### src/sv/qesp_pkg.sv
// ----------------------------------------------------------------------------
// qesp_pkg
// Shared types and constants for the quadrature encoder speed and position
// block: register indexes, operation codes, field selects and the command and
// status groups between the controller and the datapath.
// ----------------------------------------------------------------------------
package qesp_pkg;

    // Default width of the position counter.
    localparam int COUNT_WIDTH_DEF = 32;

    // Configuration registers.
    localparam int CFG_W   = 16;
    localparam int CFG_IDX_W = 1;
    localparam logic [CFG_W-1:0] CPR_RESET = 16'd1980;
    localparam logic [CFG_W-1:0] PPM_RESET = 16'd4000;

    typedef enum logic [CFG_IDX_W-1:0] {
        CFG_CPR = 1'b0,
        CFG_PPM = 1'b1
    } cfg_idx_t;

    // Item operation codes.
    typedef enum logic {
        OP_SAMPLE = 1'b0,
        OP_TICK   = 1'b1
    } op_t;

    // Result field widths.
    localparam int PERIOD_W = 32;
    localparam int POS_W    = 32;
    localparam int REVS_W   = 37;
    localparam int ANGLE_W  = 48;
    localparam int SPEED_W  = 48;

    // Scale factors. The speed factor is periods_per_minute * 100, which stays
    // below 2^23 for any 16-bit register value.
    localparam int K_W         = 23;
    localparam int REVS_K      = 100;
    localparam int ANGLE_K     = 36000;
    localparam int SPEED_SCALE = 100;

    // Sign extension width used for the reported position.
    localparam int EXT_W = 64;

    // Which scaled result the shared multiply/divide unit is working on.
    typedef enum logic [1:0] {
        FIELD_REVS  = 2'd0,
        FIELD_ANGLE = 2'd1,
        FIELD_SPEED = 2'd2
    } field_t;

    typedef struct packed {
        logic   sample;     // decode one channel sample
        logic   tick;       // take the tick snapshot
        logic   load;       // start a multiply for the selected field
        logic   mul_step;   // one shift-add step
        logic   div_step;   // one restoring division step
        logic   store;      // saturate and keep the selected field
        logic   out_load;   // move the finished report to the output register
        field_t field;
    } cmd_t;

    typedef struct packed {
        logic out_free;     // output register can take a report this cycle
        logic out_valid;    // output register holds a report
    } status_t;

endpackage

### src/sv/qesp_if.sv
// ----------------------------------------------------------------------------
// qesp_if
// Item channels of the quadrature encoder block: the sample/tick input channel
// and the report output channel, each with valid/ready handshake.
// ----------------------------------------------------------------------------
interface qesp_in_if;
    logic valid;
    logic ready;
    logic op;
    logic level_a;
    logic level_b;

    modport source (output valid, output op, output level_a, output level_b,
                    input ready);
    modport sink   (input valid, input op, input level_a, input level_b,
                    output ready);
endinterface

interface qesp_out_if;
    logic                valid;
    logic                ready;
    logic        [31:0]  period_number;
    logic signed [31:0]  position_count;
    logic signed [36:0]  revs_centi;
    logic signed [47:0]  angle_centideg;
    logic signed [47:0]  speed_centirpm;
    logic                illegal_seen;

    modport source (output valid, output period_number, output position_count,
                    output revs_centi, output angle_centideg,
                    output speed_centirpm, output illegal_seen, input ready);
    modport sink   (input valid, input period_number, input position_count,
                    input revs_centi, input angle_centideg,
                    input speed_centirpm, input illegal_seen, output ready);
endinterface

### src/sv/qesp_ctrl.sv
// ----------------------------------------------------------------------------
// qesp_ctrl
// Controller: accepts items, and on a tick sequences the shared shift-add
// multiplier and restoring divider over the three scaled results.
// ----------------------------------------------------------------------------
module qesp_ctrl #(
    parameter int COUNT_WIDTH = qesp_pkg::COUNT_WIDTH_DEF
) (
    input  logic               clk,
    input  logic               rst_n,
    input  logic               in_valid,
    input  logic               in_op,
    output logic               in_ready,
    input  qesp_pkg::status_t  status,
    output qesp_pkg::cmd_t     cmd
);

    localparam int NW    = COUNT_WIDTH + qesp_pkg::K_W;
    localparam int CNT_W = $clog2(NW);

    typedef enum logic [2:0] {
        ST_IDLE,
        ST_LOAD,
        ST_MUL,
        ST_DIV,
        ST_STORE,
        ST_OUT
    } state_t;

    state_t           state_reg, state_next;
    qesp_pkg::field_t field_reg, field_next;
    logic [CNT_W-1:0] cnt_reg, cnt_next;

    always_comb
    begin
        state_next = state_reg;
        field_next = field_reg;
        cnt_next   = cnt_reg;
        in_ready   = 1'b0;
        cmd        = '0;
        cmd.field  = field_reg;

        case (state_reg)
            ST_IDLE:
            begin
                in_ready = 1'b1;
                if (in_valid)
                begin
                    if (in_op == qesp_pkg::OP_TICK)
                    begin
                        cmd.tick   = 1'b1;
                        field_next = qesp_pkg::FIELD_REVS;
                        state_next = ST_LOAD;
                    end
                    else
                    begin
                        cmd.sample = 1'b1;
                    end
                end
            end
            ST_LOAD:
            begin
                cmd.load   = 1'b1;
                cnt_next   = CNT_W'(qesp_pkg::K_W - 1);
                state_next = ST_MUL;
            end
            ST_MUL:
            begin
                cmd.mul_step = 1'b1;
                if (cnt_reg == '0)
                begin
                    cnt_next   = CNT_W'(NW - 1);
                    state_next = ST_DIV;
                end
                else
                begin
                    cnt_next = cnt_reg - 1'b1;
                end
            end
            ST_DIV:
            begin
                cmd.div_step = 1'b1;
                if (cnt_reg == '0)
                begin
                    state_next = ST_STORE;
                end
                else
                begin
                    cnt_next = cnt_reg - 1'b1;
                end
            end
            ST_STORE:
            begin
                cmd.store = 1'b1;
                case (field_reg)
                    qesp_pkg::FIELD_REVS:
                    begin
                        field_next = qesp_pkg::FIELD_ANGLE;
                        state_next = ST_LOAD;
                    end
                    qesp_pkg::FIELD_ANGLE:
                    begin
                        field_next = qesp_pkg::FIELD_SPEED;
                        state_next = ST_LOAD;
                    end
                    default:
                    begin
                        state_next = ST_OUT;
                    end
                endcase
            end
            ST_OUT:
            begin
                if (status.out_free)
                begin
                    cmd.out_load = 1'b1;
                    state_next   = ST_IDLE;
                end
            end
            default:
            begin
                state_next = ST_IDLE;
            end
        endcase
    end

    always_ff @(posedge clk or negedge rst_n)
    begin
        if (!rst_n)
        begin
            state_reg <= ST_IDLE;
            field_reg <= qesp_pkg::FIELD_REVS;
            cnt_reg   <= '0;
        end
        else
        begin
            state_reg <= state_next;
            field_reg <= field_next;
            cnt_reg   <= cnt_next;
        end
    end

    // A tick holds off further items until its report is handed over.
    a_tick_blocks: assert property (@(posedge clk) disable iff (!rst_n)
        (in_valid && in_ready && in_op == qesp_pkg::OP_TICK) |=> !in_ready)
        else $error("item accepted right after a tick");

    // The report is only pushed when the output register can take it.
    a_out_load_free: assert property (@(posedge clk) disable iff (!rst_n)
        cmd.out_load |-> status.out_free)
        else $error("report loaded over an unread report");

    // An empty output register can always take a report.
    a_free_when_empty: assert property (@(posedge clk) disable iff (!rst_n)
        !status.out_valid |-> status.out_free)
        else $error("empty output register reported as busy");

    // Division always follows a complete multiply.
    a_div_after_mul: assert property (@(posedge clk) disable iff (!rst_n)
        (state_reg == ST_DIV && $past(state_reg) != ST_DIV)
            |-> ($past(state_reg) == ST_MUL && $past(cnt_reg) == '0))
        else $error("division started without a finished multiply");

endmodule

### src/sv/qesp_dp.sv
// ----------------------------------------------------------------------------
// qesp_dp
// Datapath: configuration registers, 4x quadrature decoder, tick snapshot,
// shared shift-add multiplier / restoring divider, and the report registers.
// ----------------------------------------------------------------------------
module qesp_dp #(
    parameter int COUNT_WIDTH = qesp_pkg::COUNT_WIDTH_DEF
) (
    input  logic                              clk,
    input  logic                              rst_n,
    input  qesp_pkg::cmd_t                    cmd,
    output qesp_pkg::status_t                 status,
    input  logic                              level_a,
    input  logic                              level_b,
    input  logic                              cfg_we,
    input  logic [qesp_pkg::CFG_IDX_W-1:0]    cfg_index,
    input  logic [qesp_pkg::CFG_W-1:0]        cfg_data,
    input  logic                              out_ready,
    output logic                              out_valid,
    output logic [qesp_pkg::PERIOD_W-1:0]     out_period,
    output logic [qesp_pkg::POS_W-1:0]        out_pos,
    output logic [qesp_pkg::REVS_W-1:0]       out_revs,
    output logic [qesp_pkg::ANGLE_W-1:0]      out_angle,
    output logic [qesp_pkg::SPEED_W-1:0]      out_speed,
    output logic                              out_illegal
);

    localparam int CW   = COUNT_WIDTH;
    localparam int KW   = qesp_pkg::K_W;
    localparam int NW   = CW + KW;
    localparam int CMPW = (NW > qesp_pkg::ANGLE_W ? NW : qesp_pkg::ANGLE_W) + 1;
    localparam int CFW  = qesp_pkg::CFG_W;

    // Configuration.
    logic [CFW-1:0] cpr_reg, ppm_reg;

    // Decoder and tick state.
    logic [1:0]                    prev_reg, prev_next;
    logic [CW-1:0]                 pos_reg, pos_next;
    logic [CW-1:0]                 last_reg, last_next;
    logic [qesp_pkg::PERIOD_W-1:0] tick_reg, tick_next;
    logic                          ill_reg, ill_next;

    // Snapshot and arithmetic unit.
    logic          pos_neg_reg, dlt_neg_reg;
    logic [CW-1:0] pos_mag_reg, dlt_mag_reg, op_mag_reg;
    logic [KW-1:0] spd_k_reg, k_reg;
    logic [NW-1:0] acc_reg;
    logic [CFW-1:0] rem_reg;

    // Report being assembled and the output register.
    logic [qesp_pkg::PERIOD_W-1:0] st_period_reg;
    logic [qesp_pkg::POS_W-1:0]    st_pos_reg;
    logic [qesp_pkg::REVS_W-1:0]   st_revs_reg;
    logic [qesp_pkg::ANGLE_W-1:0]  st_angle_reg;
    logic [qesp_pkg::SPEED_W-1:0]  st_speed_reg;
    logic                          st_ill_reg;
    logic                          out_valid_reg;

    logic [1:0]                   cur;
    logic [CW-1:0]                delta;
    logic [qesp_pkg::EXT_W-1:0]   pos_ext;
    logic [CFW:0]                 rem_sh;
    logic                         ge;
    logic                         neg;
    logic [CMPW-1:0]              cap, quot, clip, res;

    // ---------------- configuration ----------------
    always_ff @(posedge clk or negedge rst_n)
    begin
        if (!rst_n)
        begin
            cpr_reg <= qesp_pkg::CPR_RESET;
            ppm_reg <= qesp_pkg::PPM_RESET;
        end
        else if (cfg_we)
        begin
            case (cfg_index)
                qesp_pkg::CFG_CPR: cpr_reg <= cfg_data;
                qesp_pkg::CFG_PPM: ppm_reg <= cfg_data;
                default:           cpr_reg <= cpr_reg;
            endcase
        end
    end

    // ---------------- decoder and tick bookkeeping ----------------
    assign cur     = {level_a, level_b};
    assign delta   = pos_reg - last_reg;
    assign pos_ext = {{(qesp_pkg::EXT_W - CW){pos_reg[CW-1]}}, pos_reg};

    always_comb
    begin
        prev_next = prev_reg;
        pos_next  = pos_reg;
        last_next = last_reg;
        tick_next = tick_reg;
        ill_next  = ill_reg;
        if (cmd.sample)
        begin
            prev_next = cur;
            case (cur ^ prev_reg)
                2'b11: ill_next = 1'b1;
                2'b10: pos_next = (level_a != level_b) ? pos_reg + 1'b1
                                                       : pos_reg - 1'b1;
                2'b01: pos_next = (level_a == level_b) ? pos_reg + 1'b1
                                                       : pos_reg - 1'b1;
                default: pos_next = pos_reg;
            endcase
        end
        else if (cmd.tick)
        begin
            tick_next = tick_reg + 1'b1;
            last_next = pos_reg;
            ill_next  = 1'b0;
        end
    end

    always_ff @(posedge clk or negedge rst_n)
    begin
        if (!rst_n)
        begin
            prev_reg      <= '0;
            pos_reg       <= '0;
            last_reg      <= '0;
            tick_reg      <= '0;
            ill_reg       <= 1'b0;
            out_valid_reg <= 1'b0;
        end
        else
        begin
            prev_reg <= prev_next;
            pos_reg  <= pos_next;
            last_reg <= last_next;
            tick_reg <= tick_next;
            ill_reg  <= ill_next;
            if (cmd.out_load)
            begin
                out_valid_reg <= 1'b1;
            end
            else if (out_ready)
            begin
                out_valid_reg <= 1'b0;
            end
        end
    end

    // ---------------- multiply / divide unit ----------------
    assign rem_sh = {rem_reg, acc_reg[NW-1]};
    assign ge     = (rem_sh >= {1'b0, cpr_reg});

    // Saturate the quotient to the selected field's signed range.
    always_comb
    begin
        neg = (cmd.field == qesp_pkg::FIELD_SPEED) ? dlt_neg_reg : pos_neg_reg;
        case (cmd.field)
            qesp_pkg::FIELD_REVS:
                cap = (CMPW'(1) << (qesp_pkg::REVS_W - 1)) - CMPW'(1);
            qesp_pkg::FIELD_ANGLE:
                cap = (CMPW'(1) << (qesp_pkg::ANGLE_W - 1)) - CMPW'(1);
            default:
                cap = (CMPW'(1) << (qesp_pkg::SPEED_W - 1)) - CMPW'(1);
        endcase
        cap  = cap + CMPW'(neg);
        quot = CMPW'(acc_reg);
        clip = (quot > cap) ? cap : quot;
        if (cpr_reg == '0)
        begin
            clip = '0;
        end
        res = neg ? (~clip + CMPW'(1)) : clip;
    end

    always_ff @(posedge clk)
    begin
        if (cmd.tick)
        begin
            pos_neg_reg   <= pos_reg[CW-1];
            pos_mag_reg   <= pos_reg[CW-1] ? (~pos_reg + 1'b1) : pos_reg;
            dlt_neg_reg   <= delta[CW-1];
            dlt_mag_reg   <= delta[CW-1] ? (~delta + 1'b1) : delta;
            spd_k_reg     <= KW'(ppm_reg) * KW'(qesp_pkg::SPEED_SCALE);
            st_period_reg <= tick_reg + 1'b1;
            st_pos_reg    <= pos_ext[qesp_pkg::POS_W-1:0];
            st_ill_reg    <= ill_reg;
        end

        if (cmd.load)
        begin
            acc_reg <= '0;
            rem_reg <= '0;
            case (cmd.field)
                qesp_pkg::FIELD_REVS:
                begin
                    k_reg      <= KW'(qesp_pkg::REVS_K);
                    op_mag_reg <= pos_mag_reg;
                end
                qesp_pkg::FIELD_ANGLE:
                begin
                    k_reg      <= KW'(qesp_pkg::ANGLE_K);
                    op_mag_reg <= pos_mag_reg;
                end
                default:
                begin
                    k_reg      <= spd_k_reg;
                    op_mag_reg <= dlt_mag_reg;
                end
            endcase
        end
        else if (cmd.mul_step)
        begin
            // Multiplier bits are taken most significant first.
            k_reg   <= {k_reg[KW-2:0], 1'b0};
            acc_reg <= {acc_reg[NW-2:0], 1'b0}
                       + (k_reg[KW-1] ? NW'(op_mag_reg) : NW'(0));
        end
        else if (cmd.div_step)
        begin
            rem_reg <= ge ? CFW'(rem_sh - {1'b0, cpr_reg}) : rem_sh[CFW-1:0];
            acc_reg <= {acc_reg[NW-2:0], ge};
        end

        if (cmd.store)
        begin
            case (cmd.field)
                qesp_pkg::FIELD_REVS:  st_revs_reg  <= res[qesp_pkg::REVS_W-1:0];
                qesp_pkg::FIELD_ANGLE: st_angle_reg <= res[qesp_pkg::ANGLE_W-1:0];
                default:               st_speed_reg <= res[qesp_pkg::SPEED_W-1:0];
            endcase
        end

        if (cmd.out_load)
        begin
            out_period  <= st_period_reg;
            out_pos     <= st_pos_reg;
            out_revs    <= st_revs_reg;
            out_angle   <= st_angle_reg;
            out_speed   <= st_speed_reg;
            out_illegal <= st_ill_reg;
        end
    end

    assign out_valid        = out_valid_reg;
    assign status.out_valid = out_valid_reg;
    assign status.out_free  = !out_valid_reg || out_ready;

endmodule

### src/sv/quadrature_encoder_speed_position.sv
// ----------------------------------------------------------------------------
// quadrature_encoder_speed_position
// 4x quadrature decoder with a per-period report of position, revolutions,
// angle and speed in hundredths.
// ----------------------------------------------------------------------------
//
//   Channel     Dir   Handshake            Item contents
//   ---------   ---   ------------------   ----------------------------------
//   sample_ch   in    valid/ready          op, level_a, level_b
//   report_ch   out   valid/ready          period_number, position_count,
//                                          revs_centi, angle_centideg,
//                                          speed_centirpm, illegal_seen
//   cfg         in    cfg_we (no stall)    cfg_index, cfg_data
//
// Channel samples stream at one per clock while the block is idle. A tick item
// runs the shared shift-add multiplier and one-bit-per-cycle restoring divider
// three times; sample_ch.ready stays low during that time and while a
// finished report waits for the previous one to leave the output register.
// Reset is asynchronous and active low; it clears the position, the tick
// count and the sticky flag, and loads the register defaults (1980 counts per
// revolution, 4000 periods per minute).
// ----------------------------------------------------------------------------
module quadrature_encoder_speed_position #(
    parameter int COUNT_WIDTH = qesp_pkg::COUNT_WIDTH_DEF
) (
    input  logic                            clk,
    input  logic                            rst_n,
    qesp_in_if.sink                         sample_ch,
    qesp_out_if.source                      report_ch,
    input  logic                            cfg_we,
    input  logic [qesp_pkg::CFG_IDX_W-1:0]  cfg_index,
    input  logic [qesp_pkg::CFG_W-1:0]      cfg_data
);

    // The controller owns the input handshake and sequences the datapath
    // through the tick snapshot, the three multiply/divide passes and the
    // hand-off to the output register.
    qesp_pkg::cmd_t    cmd;
    qesp_pkg::status_t status;

    logic [qesp_pkg::PERIOD_W-1:0] period;
    logic [qesp_pkg::POS_W-1:0]    pos;
    logic [qesp_pkg::REVS_W-1:0]   revs;
    logic [qesp_pkg::ANGLE_W-1:0]  angle;
    logic [qesp_pkg::SPEED_W-1:0]  speed;

    qesp_ctrl #(
        .COUNT_WIDTH (COUNT_WIDTH)
    ) u_ctrl (
        .clk      (clk),
        .rst_n    (rst_n),
        .in_valid (sample_ch.valid),
        .in_op    (sample_ch.op),
        .in_ready (sample_ch.ready),
        .status   (status),
        .cmd      (cmd)
    );

    // The datapath keeps the decoder state, takes a snapshot of position and
    // delta on each tick, and builds the saturated quotients one field at a
    // time. The finished report sits in an output register so that channel
    // samples keep flowing while it waits to be taken.
    qesp_dp #(
        .COUNT_WIDTH (COUNT_WIDTH)
    ) u_dp (
        .clk         (clk),
        .rst_n       (rst_n),
        .cmd         (cmd),
        .status      (status),
        .level_a     (sample_ch.level_a),
        .level_b     (sample_ch.level_b),
        .cfg_we      (cfg_we),
        .cfg_index   (cfg_index),
        .cfg_data    (cfg_data),
        .out_ready   (report_ch.ready),
        .out_valid   (report_ch.valid),
        .out_period  (period),
        .out_pos     (pos),
        .out_revs    (revs),
        .out_angle   (angle),
        .out_speed   (speed),
        .out_illegal (report_ch.illegal_seen)
    );

    assign report_ch.period_number  = period;
    assign report_ch.position_count = signed'(pos);
    assign report_ch.revs_centi     = signed'(revs);
    assign report_ch.angle_centideg = signed'(angle);
    assign report_ch.speed_centirpm = signed'(speed);

endmodule
### src/flat_wrapper.sv
// flat-port wrapper written by rule: the top's interface ports become plain ports
module quadrature_encoder_speed_position_flat 
#(
    parameter int COUNT_WIDTH = qesp_pkg::COUNT_WIDTH_DEF
)
  (clk, rst_n, cfg_we, cfg_index, cfg_data, sample_ch_valid, sample_ch_op, sample_ch_level_a, sample_ch_level_b, sample_ch_ready, report_ch_valid, report_ch_period_number, report_ch_position_count, report_ch_revs_centi, report_ch_angle_centideg, report_ch_speed_centirpm, report_ch_illegal_seen, report_ch_ready);
  qesp_in_if sample_ch_i ();
  qesp_out_if report_ch_i ();
  input  logic clk;
  input  logic rst_n;
  input  logic cfg_we;
  input  logic [qesp_pkg::CFG_IDX_W-1:0] cfg_index;
  input  logic [qesp_pkg::CFG_W-1:0] cfg_data;
  input wire logic [$bits(sample_ch_i.valid)-1:0] sample_ch_valid;
  input wire logic [$bits(sample_ch_i.op)-1:0] sample_ch_op;
  input wire logic [$bits(sample_ch_i.level_a)-1:0] sample_ch_level_a;
  input wire logic [$bits(sample_ch_i.level_b)-1:0] sample_ch_level_b;
  output wire logic [$bits(sample_ch_i.ready)-1:0] sample_ch_ready;
  output wire logic [$bits(report_ch_i.valid)-1:0] report_ch_valid;
  output wire logic [$bits(report_ch_i.period_number)-1:0] report_ch_period_number;
  output wire logic [$bits(report_ch_i.position_count)-1:0] report_ch_position_count;
  output wire logic [$bits(report_ch_i.revs_centi)-1:0] report_ch_revs_centi;
  output wire logic [$bits(report_ch_i.angle_centideg)-1:0] report_ch_angle_centideg;
  output wire logic [$bits(report_ch_i.speed_centirpm)-1:0] report_ch_speed_centirpm;
  output wire logic [$bits(report_ch_i.illegal_seen)-1:0] report_ch_illegal_seen;
  input wire logic [$bits(report_ch_i.ready)-1:0] report_ch_ready;
  assign sample_ch_i.valid = sample_ch_valid;
  assign sample_ch_i.op = sample_ch_op;
  assign sample_ch_i.level_a = sample_ch_level_a;
  assign sample_ch_i.level_b = sample_ch_level_b;
  assign sample_ch_ready = sample_ch_i.ready;
  assign report_ch_valid = report_ch_i.valid;
  assign report_ch_period_number = report_ch_i.period_number;
  assign report_ch_position_count = report_ch_i.position_count;
  assign report_ch_revs_centi = report_ch_i.revs_centi;
  assign report_ch_angle_centideg = report_ch_i.angle_centideg;
  assign report_ch_speed_centirpm = report_ch_i.speed_centirpm;
  assign report_ch_illegal_seen = report_ch_i.illegal_seen;
  assign report_ch_i.ready = report_ch_ready;
  quadrature_encoder_speed_position #(.COUNT_WIDTH(COUNT_WIDTH)) u_core (.clk(clk), .rst_n(rst_n), .sample_ch(sample_ch_i), .report_ch(report_ch_i), .cfg_we(cfg_we), .cfg_index(cfg_index), .cfg_data(cfg_data));
endmodule
### config.mk
export PLATFORM = sky130hd
export DESIGN_NAME = quadrature_encoder_speed_position_flat
export DESIGN_NICKNAME = d
export VERILOG_FILES = /design/src/sv/qesp_pkg.sv /design/src/sv/qesp_if.sv /design/src/sv/qesp_ctrl.sv /design/src/sv/qesp_dp.sv /design/src/sv/quadrature_encoder_speed_position.sv /design/src/flat_wrapper.sv
export SDC_FILE = /design/constraint.sdc
export NUM_CORES = 1
export LEC_CHECK = 0
export ABC_AREA = 1
export ABC_CLOCK_PERIOD_IN_PS = 20000
export BUFFER_PORTS_ARGS = -buffer_cell sky130_fd_sc_hd__buf_2
export CORE_MARGIN = 1.5
export CORE_UTILIZATION = 60
export CTS_CLUSTER_DIAMETER = 80
export DETAILED_ROUTE_END_ITERATION = 10
export PLACE_DENSITY_LB_ADDON = 0.3
export RECOVER_POWER = 25
export SLEW_MARGIN = 0
export SYNTH_ARGS = -nofsm -noshare
export SYNTH_HDL_FRONTEND = slang
export SYNTH_SLANG_ARGS = --single-unit
export TNS_END_PERCENT = 30
### constraint.sdc
create_clock -name clk -period 20 [get_ports clk]
set_input_delay 4 -clock clk [delete_from_list [all_inputs] [get_ports clk]]
set_output_delay 4 -clock clk [all_outputs]
set_load 0.05 [all_outputs]
# Yosys cells after proc, flatten, opt, wreduce, memory -nomap -nowiden
# Cells that the tools add are included.
# op_classes
mux	48
multipliers	1
n_bitwise	8
n_lt_le_gt_ge	2
n_addsub	11
n_reduce_logical	26
eq_ne	20
# ops
cell	count
$mux W48	3
$add A32 B1 Y32 const B	4
$mux W32	4
$mux W55	2
$not A32 Y32	2
$pmux W32 S2	1
$mux W31	2
$add A55 B32 Y55	1
$gt A55 B48 Y1	1
$add A47 B1 Y48	1
$add A48 B1 Y48 const B	1
$not A48 Y48	1
$mux W47	1
$mux W23	2
$pmux W23 S2	1
$sub A32 B1 Y32 const B	1
$sub A32 B32 Y32	1
$mul A16 B5 Y21 const B	1
$reduce_and A2 Y1	10
$mux W3	6
$pmux W3 S6	1
$pmux W6 S3	1
$ge A17 B16 Y1	1
$logic_not A16 Y1	1
other kinds (29)	66
# totals
elab_cells	150
inputBits	25
output_inout_bits	200
register_bits	752

# Depth between registers and ports, before layout
# Gate-level depths: netlist (run 1).
# logic_depth
ltp_word	9
ltp_mapped	31

# Cells and area by module
# A second synthesis (run 1) with hierarchy kept.
# hier_totals
cells_unflattened	4140
area_unflattened_um2	38670.8
# modules_own_cells
module	cells_per_inst	area_per_inst_um2	instances	seq_area_each_um2
qesp_dp	4035	37956.4	1	20777.4
qesp_ctrl	105	714.4	1	275.3

# Least setup slack after synthesis (run 1)
# No wires, ideal clock.
# synth_timing
kind	input to register
start	input report_ch_ready
end	register u_core.u_dp.out_angle[0] in the netlist's numbering, enable pin
t_arrival_ns	12.219
setup_time_ns	0.759
stages	2
setup_slack_ns	7.022
cell_sequence	nor2_1 > nor2_1
# synth_lines
item	line	rtl
start: declaration	flat_wrapper.sv:26	input wire logic [$bits(report_ch_i.ready)-1:0] report_ch_ready;
end signal: assignment	qesp_dp.sv:236	out_angle <= st_angle_reg;
end: declaration	qesp_dp.sv:23	output logic [qesp_pkg::ANGLE_W-1:0] out_angle,

# Final worst setup path (run 1)
# layout_timing
start	register u_core.u_ctrl.field_reg[1]
end	register u_core.u_dp.st_revs_reg[35] in the netlist's numbering, data pin
# layout_between
elab_chain_cells	9
word_cells_on_any_way	11
cone_classes	add/sub (2); order compare (1); eq/ne (1); mux (5); bitwise (1); reduce/logical (1)
# layout_lines
item	line	rtl
start: declaration	qesp_ctrl.sv:31	qesp_pkg::field_t field_reg, field_next;
start signal: assignment	qesp_ctrl.sv:132	field_reg <= qesp_pkg::FIELD_REVS;
start signal: assignment	qesp_ctrl.sv:138	field_reg <= field_next;
$eq A2 B2 Y1 or $logic_not A2 Y1 (tied branches)	qesp_dp.sv:154, qesp_dp.sv:155	
$mux W1 or $mux W47 (tied branches)	qesp_dp.sv:154, qesp_dp.sv:155	
$add A47 B1 Y48	qesp_dp.sv:163	cap = cap + CMPW'(neg);
$gt A55 B48 Y1	qesp_dp.sv:165	clip = (quot > cap) ? cap : quot;
$mux W48	qesp_dp.sv:165	
$mux W48	qesp_dp.sv:166	if (cpr_reg == '0)
$not A48 Y48	qesp_dp.sv:170	res = neg ? (~clip + CMPW'(1)) : clip;
$add A48 B1 Y48	qesp_dp.sv:170	
$mux W48 (*)	qesp_dp.sv:170	
net u_core.u_dp.res[35]	qesp_dp.sv:66	logic [CMPW-1:0] cap, quot, clip, res;
end signal: assignment	qesp_dp.sv:225	qesp_pkg::FIELD_REVS: st_revs_reg <= res[qesp_pkg::REVS_W-1:0];
end: declaration	qesp_dp.sv:54	logic [qesp_pkg::REVS_W-1:0] st_revs_reg;
# The timed path passes the listed nets; every way through them passes the cells marked *.
# A chain may end at the register's enable or synchronous reset.

==> impl_metrics.ini, run 1 <==
[timing]
hold_violations = 0
rsz0062_at_grt = no
finClkSkew_ns = 0.0214
slew_viol_final = 260
setup_violations = 0
clock.fmax_ghz = 0.136
setup_tns_ns = 0
final.period_utilization_pct = 36.9
hold_slack_ns = 0.415
period_needed_ns = 7.38
slew_headroom_pct = -116
worstMarginPinSlew_ns = 3.24
setup_ws_ns = 12.62

[clock_network]
cts_root_buf = clkbuf_16
cts.path.max_buffers = 3
h-tree-depth = 3
cts_tree = done
cts_sinks = 748
numCtsBuffers = 76
cts_resized = 0
worstSkewPairLatency_ns = 0.63
cts_hold_buf = 0
post_cts_buffers = 0
clk_pin_slew_ns = 0.06

[drt]
routedWlPerCell_um = 16.4
num_vias = 28500
dr.pass1.iters = 6
route.detailed.drc = 0
drt_wl_total_um = 85600
ant_nets = 0
drtIter0Drc = 1958
drt-vias-per-instance = 5.48

[run]
drv_cap = 6

[yosys]
synth_commonest_cells = nand2_1, edfxtp_1, inv_1
post-synth-top-count-cell = nand2_1
netlist_instances = 4084
synthFlopType = edfxtp_1
syn-num-nets = 4301
synth_area_per_cell_um2 = 9.37
synth_area_leaders = edfxtp_1, nand2_1, dfrtp_1, ha_1, inv_1
synth-async-reset-ratio_pct = 19.1
yosysTopAreaCellShare_pct = 41.9
mappedNetlistArea_mm2 = 0.0383
yosysTopAreaCell = edfxtp_1
synth_edf_count = 534
synth-seq-cells = 748
synth.distinct_cells = 54
seq_area_frac_synth_pct = 55.0
ys_warn_count = 0

[critical_path]
ff2ff_setup_slack_ns = 12.62
rr_endpoint = u_core.u_dp.st_revs_reg[35]
worstSetupPathType = reg2reg
worst_ep_arrival_time_ns = 7.72
cpMostUsedCell = nand2_1
crit_buf_inv = 4
required_ns = 20.34
rr_startpoint = u_core.u_ctrl.field_reg[1]
reg2regPathDepth = 25
max_stage_delay_ns = 1.16
startpoint_type = register
critPathSlowestCell = clkbuf_1
crit_family = simple AND/OR/NAND/NOR gates
critPathCaptureType = register
worst-path-max-fanout = 40

[global_routing]
overflow = 0
track_usage_pct = 26.1
grt_max_degree = 204
grt_pass1_vias = 27400
antenna_found_initial = 0
grt_pass1_wl_um = 139000

[layout]
regArea_mm2 = 0.0211
largest_reg_flops = 55
nFillCells = 4978
multi_input_area_mm2 = 0.0148
layout.nets = 4509
diodes = 0
drive_above_1_share_pct = 10.0
syn_to_final_growth_pct = 11.8

[pwr]
p_leak_nw = 18.4
ir_worst_vdd_v = 0.0000955
powerDensity_mw_per_mm2 = 167

[place]
hpwl_um = 60100
dp_slack_ns = 13.33
gp_congestion = 0.978
port-buffer-count = 224

[floorplan]
die_h_um = 256
rows = 92
fp.coreArea_mm2 = 0.0631
die_w_um = 256
die_area_mm2 = 0.0653
start_util_pct = 60.7
ios = 225

[status]
status = complete, but fails checks
violations = max-capacitance violations, max-slew violations

[hold_path]
hp-class = reg2reg
min_delay_path_depth = 0
hp-start = u_core.u_dp.st_angle_reg[30]
holdPathEnd = u_core.u_dp.out_angle[30]
==> worst max-delay path by stage <==
| stage | from | end | slack, ns | cells after the start |
|---|---|---|---|---|
| floorplan | report_ch_ready | u_core.u_dp.out_angle[0] | 7.02 | 2 |
| CTS | u_core.u_ctrl.field_reg[1] | u_core.u_dp.st_revs_reg[26] | 13.84 | 24 |
| global placement | report_ch_ready | u_core.u_dp.out_revs[30] | 13.38 | 5 |
| global route | u_core.u_ctrl.field_reg[1] | u_core.u_dp.st_angle_reg[26] | 11.75 | 23 |
| detailed placement | report_ch_ready | u_core.u_dp.out_speed[30] | 13.33 | 5 |
| finish | u_core.u_ctrl.field_reg[1] | u_core.u_dp.st_revs_reg[35] | 12.62 | 25 |
==> metrics by stage <==
| stage | instance area [um2] | std cells | power, W | utilization [%] |
|---|---|---|---|---|
| after floorplan | 38300 | 4084 | 0.00486 | - |
| after global placement | 40200 | 5060 | 0.00555 | 63.7 |
| after detailed placement | 40200 | 5060 | 0.00563 | 63.7 |
| after CTS | 42800 | 5202 | 0.00713 | 67.9 |
| after global routing | 42800 | 5202 | 0.00768 | 67.8 |
| final | 42800 | 5202 | 0.00714 | 67.8 |
==> power by group <==
part / leakage [nW] / total, W / switching (W) / internal [W]
clock: 1.26 / 0.00147 / 0.000611 / 0.000858
sequential: 7.15 / 0.00243 / 0.000259 / 0.00217
combinational: 10.0 / 0.00324 / 0.00219 / 0.00105
total: 18.4 / 0.00714 / 0.00306 / 0.00408
==> layer usage <==
layer | global-route usage (%) | up-vias | wire length (um)
met2 | 45.2 | 841 | 42200
met1 | 34.1 | 13400 | 36600
met5 | 0 | - | 0
li1 | - | 14100 | -
met4 | 9.35 | 0 | 2430
met3 | 3.10 | 171 | 4340
==> area by class of cell <==
cell class	count	area share, %
Sequential cell	748	49.2
Multi-Input combinational cell	2699	34.6
Timing Repair Buffer	246	3.00
Inverter	521	4.57
Tap cell	846	2.47
Clock buffer	103	5.12
Clock inverter	39	1.00
==> layout by cell type (no fill, tap or decap), types with 59 or more instances in the layout <==
cell type and instances:
a21oi_1 181, buf_2 223, clkbuf_16 82, dfrtp_1 129
dfxtp_1 71, edfxtp_1 534, ha_1 178, inv_1 511
nand2_1 1030, nand3_1 178, nand4_1 62, nor2_1 270
nor3_1 59, o21ai_0 251, xor2_1 154
==> logic make-up (layout without fill, tap and decap cells) <==
family,after synthesis,after routing,synth area share [%]
and+or+nand+nor,1701,1701,18.7
DFF,748,748,55.0
buffers and inverters,637,909,6.40
AOI/OAI and AO/OA,610,610,8.87
xor gates and xnor gates,196,196,4.49
adders and majority gates,192,192,6.55
Note: power is estimated with default switching activity, not from simulation.
==> inputs of run 2 (changes only) <==
Settings changed: ABC_CLOCK_PERIOD_IN_PS 20000 to 6500, CORE_UTILIZATION 60 to 56.
Clock period 20 ns to 6.5 ns, I/O delays scaled along.
==> impl_metrics.ini, run 2 (synthesized netlist as in run 1, its figures left out) <==
[timing]
setup_ws_ns = 1.38
final.period_utilization_pct = 78.7
clock.fmax_ghz = 0.195
worstMarginPinSlew_ns = 2.32
slew_headroom_pct = -54.7
slew_viol_final = 93
setup_violations = 0
period_needed_ns = 5.12
hold_violations = 0
rsz0062_at_grt = no
hold_slack_ns = 0.413
finClkSkew_ns = 0.0314

[clock_network]
clk_pin_slew_ns = 0.07
worstSkewPairLatency_ns = 0.62
cts_hold_buf = 0
cts_root_buf = clkbuf_16
post_cts_buffers = 0
cts_sinks = 748
cts_tree = done
cts.path.max_buffers = 3
numCtsBuffers = 77
h-tree-depth = 3
cts_resized = 0

[layout]
drive_above_1_share_pct = 10.4
syn_to_final_growth_pct = 12.4
nFillCells = 5538
final_common_cell = nand2_1
instances_no_fill = 5232
largest_reg_flops = 55
most-common-layout-cells = nand2_1, edfxtp_1, inv_1, nor2_1, o21ai_0
layout.nets = 4512
diodes = 0

[critical_path]
reg2regPathDepth = 24
startpoint_type = register
rr_endpoint = u_core.u_dp.st_speed_reg[43]
worst-path-max-fanout = 40
worstSetupPathType = reg2reg
worst_ep_arrival_time_ns = 5.48
critPathCaptureType = register
rr_startpoint = u_core.u_ctrl.field_reg[0]
required_ns = 6.86
ff2ff_setup_slack_ns = 1.38

[floorplan]
rows = 95
start_util_pct = 56.8
die_area_mm2 = 0.0699
die_w_um = 264
die_h_um = 264
ios = 225
fp.coreArea_mm2 = 0.0674

[global_routing]
antenna_found_initial = 0
grt_pass1_vias = 26900
track_usage_pct = 24.4
grt_max_degree = 162
grt_pass1_wl_um = 137000
overflow = 0

[hold_path]
holdPathEnd = u_core.u_dp.out_pos[14]
min_delay_path_depth = 0
hp-class = reg2reg
hp-start = u_core.u_dp.st_pos_reg[14]

[drt]
drt-vias-per-instance = 5.41
ant_nets = 0
drt_wl_total_um = 85600
routedWlPerCell_um = 16.4
drtIter0Drc = 1926
dr.pass1.iters = 6
num_vias = 28300
route.detailed.drc = 0

[place]
gp_congestion = 0.961
dp_slack_ns = 1.41
dpl.cell_count = 5089
port-buffer-count = 224
hpwl_um = 61700

[pwr]
p_sw_w = 0.00935
ir_worst_vdd_v = 0.000273
powerDensity_mw_per_mm2 = 515
p_int_w = 0.0128
power_frac_seq_pct = 33.7
combPwrFrac_pct = 44.8
clkPwrFrac_pct = 21.5
p_leak_nw = 18.5
swShare_pct = 42.2

[run]
drv_cap = 2

[status]
status = complete, but fails checks
violations = max-capacitance violations, max-slew violations
run 2: layout make-up:
class,count,area (um2),area share (%)
multi-input combinational,2699,14800,34.4
tap,873,1090,2.54
clock inverter,44,601,1.40
inverter,521,1960,4.55
timing repair buffer,248,1340,3.11
clock buffer,99,2180,5.06
sequential,748,21100,48.9
run 2: power groups by stage:
stage | combinational (W) | clock [W] | sequential (W)
after global placement | 0.00964 | 0 | 0.00751
after detailed placement | 0.00982 | 0 | 0.00754
after global routing | 0.0113 | 0.00503 | 0.00758
final | 0.00993 | 0.00476 | 0.00746
after floorplan | 0.00750 | 0 | 0.00743
after CTS | 0.00989 | 0.00485 | 0.00745
run 2: critical path: stages, from the launching register on:
cell and delay, ns:
dfrtp_1 0.38, inv_1 0.12, nand3_2 0.14, nand2_2 0.46, buf_4 0.50, ha_1 0.35
a21oi_1 0.16, o21a_1 0.12, nand2_1 0.06, nand2_1 0.05, nand2_1 0.05, nand3_1 0.10
nand3_2 0.14, nand3_2 0.44, nand2_1 0.13, inv_2 0.51, nand2_1 0.32, nand2_1 0.16
nor2_1 0.08, nand2_1 0.07, nor2_1 0.04, nand2_1 0.10, nand2_2 0.14, nand3b_1 0.14
nand2_1 0.09
run 2: routing by layer:
layer | part of all wire [%] | vias up | routed length, um | GRT usage, %
met3 | 5.0 | 167 | 4280 | 3.76
met5 | 0 | - | 0 | 0
met1 | 43 | 13300 | 37000 | 31.6
met4 | 2.8 | 0 | 2430 | 8.01
li1 | - | 14100 | - | -
met2 | 49 | 706 | 41900 | 41.9
run 2: worst max-delay path by stage:
stage                          startpoint                            to  slack [ns]
3_3_place_gp   u_core.u_ctrl.field_reg[0]  u_core.u_dp.st_speed_reg[27]        1.53
6_report       u_core.u_ctrl.field_reg[0]  u_core.u_dp.st_speed_reg[43]        1.38
2_1_floorplan  u_core.u_ctrl.state_reg[1]    u_core.u_dp.dlt_mag_reg[0]       -0.35
4_1_cts        u_core.u_ctrl.field_reg[0]  u_core.u_dp.st_speed_reg[43]        1.42
3_5_place_dp   u_core.u_ctrl.field_reg[0]  u_core.u_dp.st_speed_reg[27]        1.41
5_1_grt        u_core.u_ctrl.field_reg[0]  u_core.u_dp.st_speed_reg[35]        0.92
run 2: stage by stage:
stage	power (W)	TNS [ns]	util, %	cell area [um2]
floorplan	0.0149	-53.76	-	38300
global placement	0.0172	0	59.7	40300
detailed placement	0.0174	0	59.7	40300
CTS	0.0222	0	63.9	43000
global route	0.0239	0	63.8	43000
finish	0.0222	0	63.8	43000
